File: config.mk
export PLATFORM = sky130hd
export DESIGN_NAME = msgpack_subset_tokenizer
export DESIGN_NICKNAME = d
export VERILOG_FILES = /design/src/rtl/msgp_pkg.sv /design/src/rtl/msgp_cell.sv /design/src/rtl/msgpack_subset_tokenizer.sv
export SDC_FILE = /design/constraint.sdc
export NUM_CORES = 2
export LEC_CHECK = 0
export BUFFER_PORTS_ARGS = -buffer_cell sky130_fd_sc_hd__buf_2
export CAP_MARGIN = 20
export CORE_MARGIN = 10
export CORE_UTILIZATION = 40
export CTS_CLUSTER_DIAMETER = 40
export DETAILED_ROUTE_END_ITERATION = 8
export PLACE_DENSITY_LB_ADDON = 0.1
export SYNTH_ARGS = -nofsm -noshare
export SYNTH_HDL_FRONTEND = slang
export SYNTH_SLANG_ARGS = --single-unit
File: constraint.sdc
create_clock -name clock -period 8.5 [get_ports clock]
set_clock_uncertainty 0.15 [all_clocks]
set_input_delay 0.85 -clock clock [delete_from_list [all_inputs] [get_ports clock]]
set_output_delay 0.85 -clock clock [all_outputs]
set_load 0.05 [all_outputs]
File: src/rtl/msgp_pkg.sv
// shared constants, types and codes for the msgpack subset tokenizer
`default_nettype none
package msgp_pkg;

   // stack sizing
   localparam int MAX_DEPTH = 16;
   localparam int LEVEL_W   = $clog2(MAX_DEPTH + 1);
   localparam int COUNT_W   = 33;
   localparam int NEST_W    = 5;
   localparam int KIND_W    = 3;
   localparam int ERR_W     = 2;

   // type byte boundaries
   localparam logic [7:0] B_POSFIX_MAX = 8'h7f;
   localparam logic [7:0] B_NEGFIX_MIN = 8'he0;
   localparam logic [7:0] B_FALSE      = 8'hc2;
   localparam logic [7:0] B_TRUE       = 8'hc3;
   localparam logic [7:0] B_UINT_FIRST = 8'hcc;
   localparam logic [7:0] B_INT_LAST   = 8'hd3;
   localparam logic [7:0] B_STR8       = 8'hd9;
   localparam logic [7:0] B_STR32      = 8'hdb;
   localparam logic [7:0] B_FIXSTR     = 8'ha0;
   localparam logic [7:0] B_FIXSTR_LEN = 8'h1f;
   localparam logic [7:0] B_FIXMAP     = 8'h80;
   localparam logic [7:0] B_FIXARR     = 8'h90;
   localparam logic [7:0] B_FIX_CNT    = 8'h0f;
   localparam logic [7:0] B_MAP16      = 8'hde;
   localparam logic [7:0] B_MAP32      = 8'hdf;
   localparam logic [7:0] B_ARR16      = 8'hdc;
   localparam logic [7:0] B_ARR32      = 8'hdd;

   // token kinds
   localparam logic [KIND_W-1:0] K_INT  = 3'd0;
   localparam logic [KIND_W-1:0] K_BOOL = 3'd1;
   localparam logic [KIND_W-1:0] K_STRH = 3'd2;
   localparam logic [KIND_W-1:0] K_STRB = 3'd3;
   localparam logic [KIND_W-1:0] K_MAP  = 3'd4;
   localparam logic [KIND_W-1:0] K_ARR  = 3'd5;
   localparam logic [KIND_W-1:0] K_ERR  = 3'd6;

   // error codes
   localparam logic [ERR_W-1:0] E_NONE    = 2'd0;
   localparam logic [ERR_W-1:0] E_UNKNOWN = 2'd1;
   localparam logic [ERR_W-1:0] E_EARLY   = 2'd2;
   localparam logic [ERR_W-1:0] E_DEPTH   = 2'd3;

   // control into one stack cell
   typedef struct packed {
      logic               push;
      logic               dec;
      logic [COUNT_W-1:0] count;
   } cell_ctl_type;

endpackage
`default_nettype wire

File: src/rtl/msgp_cell.sv
// one level of the container stack: remaining item count and close chain
`default_nettype none
module msgp_cell (
   input  logic                  clock,
   input  msgp_pkg::cell_ctl_type ctl,
   output logic                  pop
);
   import msgp_pkg::*;

   logic [COUNT_W-1:0] count_ff;
   logic [COUNT_W-1:0] count_in;
   logic               is_one;

   // last item of this level closes it and passes the count-off below
   assign is_one = (count_ff == COUNT_W'(1));
   assign pop    = ctl.dec & is_one;

   // load on open, count down on a finished item
   always_comb begin
      count_in = count_ff;
      if (ctl.push) begin
         count_in = ctl.count;
      end else if (ctl.dec && !is_one) begin
         count_in = count_ff - COUNT_W'(1);
      end
   end

   always_ff @(posedge clock) begin
      count_ff <= count_in;
   end

endmodule
`default_nettype wire

File: src/rtl/msgpack_subset_tokenizer.sv
// msgpack subset tokenizer top level: byte decode, stack of cells, output register
// a token appears on rsp, registered, in the cycle after the byte that causes it
// throughput: one byte per cycle while rsp is not stalled; the count-off through
// the cell row closes any number of finished containers within that same cycle
// reset: synchronous, clears phase, level, decoder registers and output valid;
// stack counts are loaded when a container opens and need no clearing
`default_nettype none
module msgpack_subset_tokenizer (
   input  logic                        clock,
   input  logic                        reset,
   input  logic                        req_valid,
   output logic                        req_stall,
   input  logic [7:0]                  req_byte_in,
   input  logic                        req_end_of_message,
   output logic                        rsp_valid,
   input  logic                        rsp_stall,
   output logic [msgp_pkg::KIND_W-1:0] rsp_token_kind,
   output logic [63:0]                 rsp_token_value,
   output logic                        rsp_value_unsigned,
   output logic [msgp_pkg::NEST_W-1:0] rsp_nest_depth,
   output logic [msgp_pkg::ERR_W-1:0]  rsp_error_code,
   output logic                        rsp_object_done
);
   import msgp_pkg::*;

   localparam logic [2:0] PH_IDLE    = 3'd0;
   localparam logic [2:0] PH_HEADER  = 3'd1;
   localparam logic [2:0] PH_PAYLOAD = 3'd2;
   localparam logic [2:0] PH_DONE    = 3'd3;
   localparam logic [2:0] PH_ABORT   = 3'd4;

   logic [2:0]         phase_ff, phase_in, ph_mid, ph_fin;
   logic [7:0]         type_ff, type_in;
   logic [3:0]         hdr_ff, hdr_in;
   logic [63:0]        acc_ff, acc_in;
   logic [31:0]        pay_ff, pay_in;
   logic [LEVEL_W-1:0] lvl_ff, lvl_in, lvl_c;

   logic               fire;
   logic [7:0]         c;
   logic               cmp_req, push, emit, emit_fin;
   logic [COUNT_W-1:0] push_count;
   logic [KIND_W-1:0]  kind, kind_fin;
   logic [63:0]        val, val_fin;
   logic               uns, uns_fin, done_fin, chain_done;
   logic [ERR_W-1:0]   err, err_fin;
   logic [NEST_W-1:0]  depth_fin;
   logic               open_req, open_map, strh_req;
   logic [31:0]        open_count, strh_len;
   logic [2:0]         int_code;

   logic [MAX_DEPTH:0]   popv;
   logic [MAX_DEPTH-1:0] pop_lo;
   logic [MAX_DEPTH-1:0] boundary;
   cell_ctl_type         ctl [MAX_DEPTH];

   logic                 rsp_valid_ff;
   logic [KIND_W-1:0]    kind_ff;
   logic [63:0]          value_ff;
   logic                 uns_ff, done_ff;
   logic [NEST_W-1:0]    depth_ff;
   logic [ERR_W-1:0]     err_ff;

   assign fire      = req_valid & ~req_stall;
   assign req_stall = rsp_valid_ff & rsp_stall;
   assign c         = req_byte_in;
   assign int_code  = 3'(type_ff - B_UINT_FIRST);

   // decode of one byte against the current phase
   always_comb begin
      ph_mid     = phase_ff;
      type_in    = type_ff;
      hdr_in     = hdr_ff;
      acc_in     = acc_ff;
      pay_in     = pay_ff;
      cmp_req    = 1'b0;
      push       = 1'b0;
      push_count = '0;
      emit       = 1'b0;
      kind       = K_INT;
      val        = '0;
      uns        = 1'b0;
      err        = E_NONE;
      open_req   = 1'b0;
      open_map   = 1'b0;
      open_count = '0;
      strh_req   = 1'b0;
      strh_len   = '0;
      case (phase_ff)
         PH_IDLE: begin
            if (c <= B_POSFIX_MAX) begin
               emit = 1'b1; cmp_req = 1'b1; val = {56'd0, c}; uns = 1'b1;
            end else if (c >= B_NEGFIX_MIN) begin
               emit = 1'b1; cmp_req = 1'b1; val = {56'hff_ffff_ffff_ffff, c};
            end else if (c == B_FALSE || c == B_TRUE) begin
               emit = 1'b1; cmp_req = 1'b1; kind = K_BOOL;
               val = {63'd0, c == B_TRUE};
            end else if (c >= B_UINT_FIRST && c <= B_INT_LAST) begin
               type_in = c; acc_in = '0; ph_mid = PH_HEADER;
               hdr_in  = 4'(4'd1 << 2'(c - B_UINT_FIRST));
            end else if (c >= B_FIXSTR && c <= (B_FIXSTR | B_FIXSTR_LEN)) begin
               strh_req = 1'b1; strh_len = {27'd0, 5'(c & B_FIXSTR_LEN)};
            end else if (c >= B_STR8 && c <= B_STR32) begin
               type_in = c; acc_in = '0; ph_mid = PH_HEADER;
               hdr_in  = 4'(4'd1 << 2'(c - B_STR8));
            end else if (c >= B_FIXMAP && c <= (B_FIXMAP | B_FIX_CNT)) begin
               open_req = 1'b1; open_map = 1'b1; open_count = {28'd0, c[3:0]};
            end else if (c == B_MAP16 || c == B_MAP32) begin
               type_in = c; acc_in = '0; ph_mid = PH_HEADER;
               hdr_in  = (c == B_MAP16) ? 4'd2 : 4'd4;
            end else if (c >= B_FIXARR && c <= (B_FIXARR | B_FIX_CNT)) begin
               open_req = 1'b1; open_count = {28'd0, c[3:0]};
            end else if (c == B_ARR16 || c == B_ARR32) begin
               type_in = c; acc_in = '0; ph_mid = PH_HEADER;
               hdr_in  = (c == B_ARR16) ? 4'd2 : 4'd4;
            end else begin
               emit = 1'b1; kind = K_ERR; err = E_UNKNOWN; ph_mid = PH_ABORT;
            end
         end
         PH_HEADER: begin
            acc_in = {acc_ff[55:0], c};
            hdr_in = hdr_ff - 4'd1;
            if (hdr_ff == 4'd1) begin
               if (type_ff >= B_UINT_FIRST && type_ff <= B_INT_LAST) begin
                  emit = 1'b1; cmp_req = 1'b1; uns = ~int_code[2];
                  case (int_code[1:0])
                     2'd0: val = {{56{acc_in[7] & int_code[2]}}, acc_in[7:0]};
                     2'd1: val = {{48{acc_in[15] & int_code[2]}}, acc_in[15:0]};
                     2'd2: val = {{32{acc_in[31] & int_code[2]}}, acc_in[31:0]};
                     default: val = acc_in;
                  endcase
               end else if (type_ff >= B_STR8 && type_ff <= B_STR32) begin
                  strh_req = 1'b1; strh_len = acc_in[31:0];
               end else if (type_ff == B_MAP16 || type_ff == B_MAP32) begin
                  open_req = 1'b1; open_map = 1'b1; open_count = acc_in[31:0];
               end else begin
                  open_req = 1'b1; open_count = acc_in[31:0];
               end
            end
         end
         PH_PAYLOAD: begin
            pay_in  = pay_ff - 32'd1;
            emit    = 1'b1;
            kind    = K_STRB;
            val     = {56'd0, c};
            cmp_req = (pay_ff == 32'd1);
         end
         default: begin
         end
      endcase

      // string header: empty string is a finished item
      if (strh_req) begin
         emit = 1'b1; kind = K_STRH; val = {32'd0, strh_len};
         if (strh_len == '0) begin
            cmp_req = 1'b1;
         end else begin
            pay_in = strh_len; ph_mid = PH_PAYLOAD;
         end
      end

      // container header: empty one is a finished item, else open a level
      if (open_req) begin
         emit = 1'b1;
         kind = open_map ? K_MAP : K_ARR;
         if (open_count == '0) begin
            cmp_req = 1'b1;
         end else if (lvl_ff >= LEVEL_W'(MAX_DEPTH)) begin
            kind = K_ERR; err = E_DEPTH; ph_mid = PH_ABORT;
         end else begin
            val        = {32'd0, open_count};
            push       = 1'b1;
            push_count = open_map ? {open_count, 1'b0} : {1'b0, open_count};
            ph_mid     = PH_IDLE;
         end
      end
   end

   // row of stack cells; the count-off runs from the top level downward
   assign popv[MAX_DEPTH] = 1'b0;
   assign pop_lo          = {popv[MAX_DEPTH-2:0], 1'b0};

   genvar gi;
   generate
      for (gi = 0; gi < MAX_DEPTH; gi++) begin : g_cell
         assign ctl[gi].push  = fire & push & (lvl_ff == LEVEL_W'(gi));
         assign ctl[gi].count = push_count;
         assign ctl[gi].dec   = (fire & cmp_req & (lvl_ff == LEVEL_W'(gi + 1)))
                                | popv[gi + 1];
         assign boundary[gi]  = popv[gi] & ~pop_lo[gi];
         msgp_cell u_cell (
            .clock (clock),
            .ctl   (ctl[gi]),
            .pop   (popv[gi])
         );
      end
   endgenerate

   // level after closing finished containers
   always_comb begin
      lvl_c = lvl_ff;
      if (cmp_req) begin
         for (int i = 0; i < MAX_DEPTH; i++) begin
            if (boundary[i]) begin
               lvl_c = LEVEL_W'(i);
            end
         end
      end
   end

   assign chain_done = (lvl_ff == '0) | popv[0];

   // finish: completion, end of message and rearm
   always_comb begin
      ph_fin    = ph_mid;
      emit_fin  = emit;
      kind_fin  = kind;
      val_fin   = val;
      uns_fin   = uns;
      err_fin   = err;
      done_fin  = cmp_req & chain_done;
      depth_fin = NEST_W'(lvl_c);
      lvl_in    = push ? (lvl_ff + LEVEL_W'(1)) : lvl_c;
      phase_in  = ph_mid;
      if (cmp_req) begin
         ph_fin = chain_done ? PH_DONE : PH_IDLE;
      end
      phase_in = ph_fin;
      if (req_end_of_message) begin
         if (ph_fin == PH_IDLE || ph_fin == PH_HEADER || ph_fin == PH_PAYLOAD) begin
            emit_fin  = 1'b1;
            kind_fin  = K_ERR;
            val_fin   = '0;
            uns_fin   = 1'b0;
            err_fin   = E_EARLY;
            done_fin  = 1'b0;
            depth_fin = NEST_W'(lvl_in);
         end
         phase_in = PH_IDLE;
         lvl_in   = '0;
      end
   end

   // decoder state
   always_ff @(posedge clock) begin
      if (reset) begin
         phase_ff <= PH_IDLE;
         lvl_ff   <= '0;
         type_ff  <= '0;
         hdr_ff   <= '0;
         acc_ff   <= '0;
         pay_ff   <= '0;
      end else if (fire) begin
         phase_ff <= phase_in;
         lvl_ff   <= lvl_in;
         if (req_end_of_message) begin
            type_ff <= '0;
            hdr_ff  <= '0;
            acc_ff  <= '0;
            pay_ff  <= '0;
         end else begin
            type_ff <= type_in;
            hdr_ff  <= hdr_in;
            acc_ff  <= acc_in;
            pay_ff  <= pay_in;
         end
      end
   end

   // output register
   always_ff @(posedge clock) begin
      if (reset) begin
         rsp_valid_ff <= 1'b0;
      end else if (fire && emit_fin) begin
         rsp_valid_ff <= 1'b1;
      end else if (!rsp_stall) begin
         rsp_valid_ff <= 1'b0;
      end
   end

   always_ff @(posedge clock) begin
      if (fire && emit_fin) begin
         kind_ff  <= kind_fin;
         value_ff <= val_fin;
         uns_ff   <= uns_fin;
         depth_ff <= depth_fin;
         err_ff   <= err_fin;
         done_ff  <= done_fin;
      end
   end

   assign rsp_valid          = rsp_valid_ff;
   assign rsp_token_kind     = kind_ff;
   assign rsp_token_value    = value_ff;
   assign rsp_value_unsigned = uns_ff;
   assign rsp_nest_depth     = depth_ff;
   assign rsp_error_code     = err_ff;
   assign rsp_object_done    = done_ff;

   // checks
   a_level_bound: assert property (@(posedge clock) disable iff (reset)
      lvl_ff <= LEVEL_W'(MAX_DEPTH))
      else $error("stack level above maximum depth");

   a_eom_rearm: assert property (@(posedge clock) disable iff (reset)
      fire && req_end_of_message |=> phase_ff == PH_IDLE && lvl_ff == '0)
      else $error("block not rearmed after end of message");

   a_done_empty: assert property (@(posedge clock) disable iff (reset)
      fire && emit_fin && done_fin |=> lvl_ff == '0)
      else $error("object done with containers still open");

   a_err_code: assert property (@(posedge clock) disable iff (reset)
      rsp_valid_ff |-> ((kind_ff == K_ERR) == (err_ff != E_NONE)))
      else $error("error code and token kind disagree");

   a_err_done: assert property (@(posedge clock) disable iff (reset)
      fire && emit_fin && kind_fin == K_ERR |=> phase_ff == PH_ABORT
      || phase_ff == PH_IDLE)
      else $error("error token did not abort the message");

endmodule
`default_nettype wire

==> results.yml <==
cts:
  cts_max_level: 4
  cts_tree: "done"
  postCtsSetupBuffers: 0
  postCtsHoldBufs: 0
  cts-resized-gates: 0
  cts_buffers: 138
  clkTransAtPathRegs_ns: 0.05
  root_buffer: "clkbuf_16"
  cts_num_sinks: 713
  insertion_delay_ns: 0.75
  clk_path_buf_depth: 3
grt:
  grt_usage_pct: 22.5
  grt_pass1_vias: 32300
  antenna_found_initial: 8
  grt_start_max_net_pins: 70
  overflow: 0
  grt_pass1_wl_um: 204000
placement:
  portBuffers: 90
  globalplace.congestion: 0.926
  dp_hpwl_um: 83400
  dp_slack_ns: 2.56
synthesis:
  synth_area_leaders: "edfxtp_1 44%, nor2_1 7.0%, xnor2_1 6.6%, a21oi_1 6.5%, dfxtp_1 5.2%"
  ys_ff_latch: 713
  synth_top_area_share_pct: 43.6
  synth_nets: 4647
  ys_warn_count: 0
  synthDistinctLibCells: 78
  synth-edff-count: 604
  synth_top_flop_cell: "edfxtp_1"
  postSynthAreaPerCell_um2: 9.07
  yosys.area.top_type: "edfxtp_1"
  syn_area_um2: 41600
  netlist_instances: 4593
  ys_seq_area_share_pct: 48.8
  ys_async_sr_fraction_pct: 0
critical_path:
  critPathSlowestCell: "buf_4"
  max_stage_delay_ns: 0.63
  end_kind: "flop"
  setup.worst_path.start: "type_ff[1]$_SDFFE_PP0P_"
  rr_startpoint: "type_ff[1]$_SDFFE_PP0P_"
  start_kind: "flop"
  cp_num_buf_inv: 3
  worstPathArrival_ns: 6.11
  crit_fanout: 69
  crit_required_ns: 8.70
  crit_family: "simple AND/OR/NAND/NOR gates"
  crit_chain: "nor2_1 > or4_1 > nand3_2 > buf_4 > o211ai_1 > o211a_1 > nor4_2 > o211a_1 > o21ai_1 > buf_4 > or4_1 > and2_4 > buf_4"
  path_class: "reg2reg"
  crit_top_cell: "buf_4"
sta:
  setup_viol: 0
  finalWorstSetupSlack_ns: 2.60
  tightest_slew_ns: 1.14
  rsz0062_at_grt: "false"
  max_clock_freq_mhz: 169
  min_period_over_period_pct: 69.5
  max_slew_margin_pct: 23.5
  fin_crit_ns: 5.90
  final_max_slew_viol_count: 0
  hold_viol_final: 0
  fin_setup_tns_ns: 0
die:
  die_h_um: 343
  rows: 118
  core_area_um2: 103000
  die_x_um: 343
  die_area_um2: 117000
  pin_count: 91
  start_util_pct: 40.2
drt:
  drtIter0Drc: 3470
  ant_nets: 0
  vias_per_cell: 5.68
  wl_um: 136000
  first_pass_iters: 5
  num_vias: 34900
  drc: 0
  wire_per_inst_um: 22.2
run:
  drv_cap: 0
final_layout:
  area_delta_synth_final_pct: 17.1
  drive_gt1_share_pct: 11.5
  nets: 4703
  num_antenna_cells: 0
power:
  vdd_drop_max_mv: 0.152
  total_power_uw: 9970
  cellPowerDensity_nw_per_um2: 204
  p_leak_uw: 0.0162
worst_hold_path:
  hold_start: "acc_ff[54]$_SDFFE_PP0P_"
  hp-class: "reg2reg"
status:
  status: "finished clean"
-- worst paths after layout --
kind	end	slack, ns	depth (start not counted)
setup / recovery	rsp_token_value[62]$_DFFE_PP_	2.60	13
hold / removal	acc_ff[54]$_SDFFE_PP0P_	0.30	2
setup reg to reg	rsp_token_value[62]$_DFFE_PP_	2.60	13
hold reg to reg	acc_ff[54]$_SDFFE_PP0P_	0.30	2
-- cells in the final DEF, fill, tap and decap left out, drive strengths merged, types with 19 or more instances in the layout --
cell type / synthesis / final
nor2b: 23 / 23
or2: 34 / 34
o31ai: 19 / 19
nand3: 120 / 120
inv: 58 / 75
clkbuf: 237 / 158
or4: 64 / 64
ha: 41 / 41
nand2b: 27 / 27
nor2: 782 / 782
buf: 32 / 185
a31oi: 54 / 54
edfxtp: 604 / 604
or3: 79 / 79
dfxtp: 109 / 109
o41ai: 22 / 22
nand2: 431 / 431
clkinv: 0 / 50
nor3: 181 / 181
a22oi: 26 / 26
mux2i: 36 / 36
a21oi: 539 / 539
nor4: 152 / 152
o21ai: 231 / 231
xnor2: 313 / 313
xor2: 146 / 146
nand4: 30 / 30
-- through the flow --
step / cell area [µm²] / instances / hold WS [ns] / util (%)
after global routing: 48800 / 6142 / 0.303 / 47.1
after CTS: 48700 / 6138 / 0.257 / 47.0
after detailed placement: 44000 / 5885 / 0.295 / 42.5
after floorplan: 41600 / 4593 / 0.279 / -
after global placement: 44000 / 5883 / 0.289 / 42.5
final: 48800 / 6142 / 0.300 / 47.1
-- layer usage --
layer	routed length [µm]	global-route usage (%)
met4	5050	9.08
met3	9140	3.34
met5	0	0
met1	63300	32.4
met2	58600	33.6
-- cells by family after synthesis --
group / synth area share (%)
and+or+nand+nor: 22.8
AOI/OAI and AO/OA: 13.6
DFF: 48.8
xor gates and xnor gates: 9.65
buffers and inverters: 2.97
adders and majority gates: 1.23
muxes: 0.973
-- synthesized netlist by cell type, types with 27 or more instances --
cell type	count
nor2_1	782
edfxtp_1	604
a21oi_1	539
nand2_1	431
xnor2_1	313
clkbuf_1	235
o21ai_0	225
nor3_1	179
nor4_1	149
xor2_1	146
nand3_1	120
dfxtp_1	109
or3_1	77
or4_1	61
inv_1	58
a31oi_1	52
ha_1	41
mux2i_1	36
or2_2	34
nand4_1	30
buf_1	28
nand2b_1	27
-- state kept, by name, summed over array words and instances, names as in the netlist, 2 cells and up --
signal and count:
lvl_ff 5, rsp_error_code 2, acc_ff 56, pay_ff 32
rsp_nest_depth 5, hdr_ff 4, rsp_token_kind 3, g_cell.u_cell.count_ff 528
type_ff 8, phase_ff 3, rsp_token_value 64
-- power breakdown --
part	switching, µW	total, µW	internal (µW)
Sequential	35.5	3870	3830
Clock	1960	5540	3580
Combinational	432	557	125
-- worst min-delay path: cells and delay by family, from the launching register on --
kind / cells / cell delay, ns
simple gates: 1 / 0.05
compound gates: 1 / 0.05
flops: 1 / 0.30
-- layout make-up --
class	count	area (µm²)
Tap cell	1380	1730
Fill cell	9825	54700
Clock buffer	158	3600
Multi-Input combinational cell	3553	20600
Inverter	58	218
Timing Repair Buffer	185	1240
Sequential cell	713	20300
Clock inverter	95	1100
Note: power is estimated with default switching activity, not from simulation.
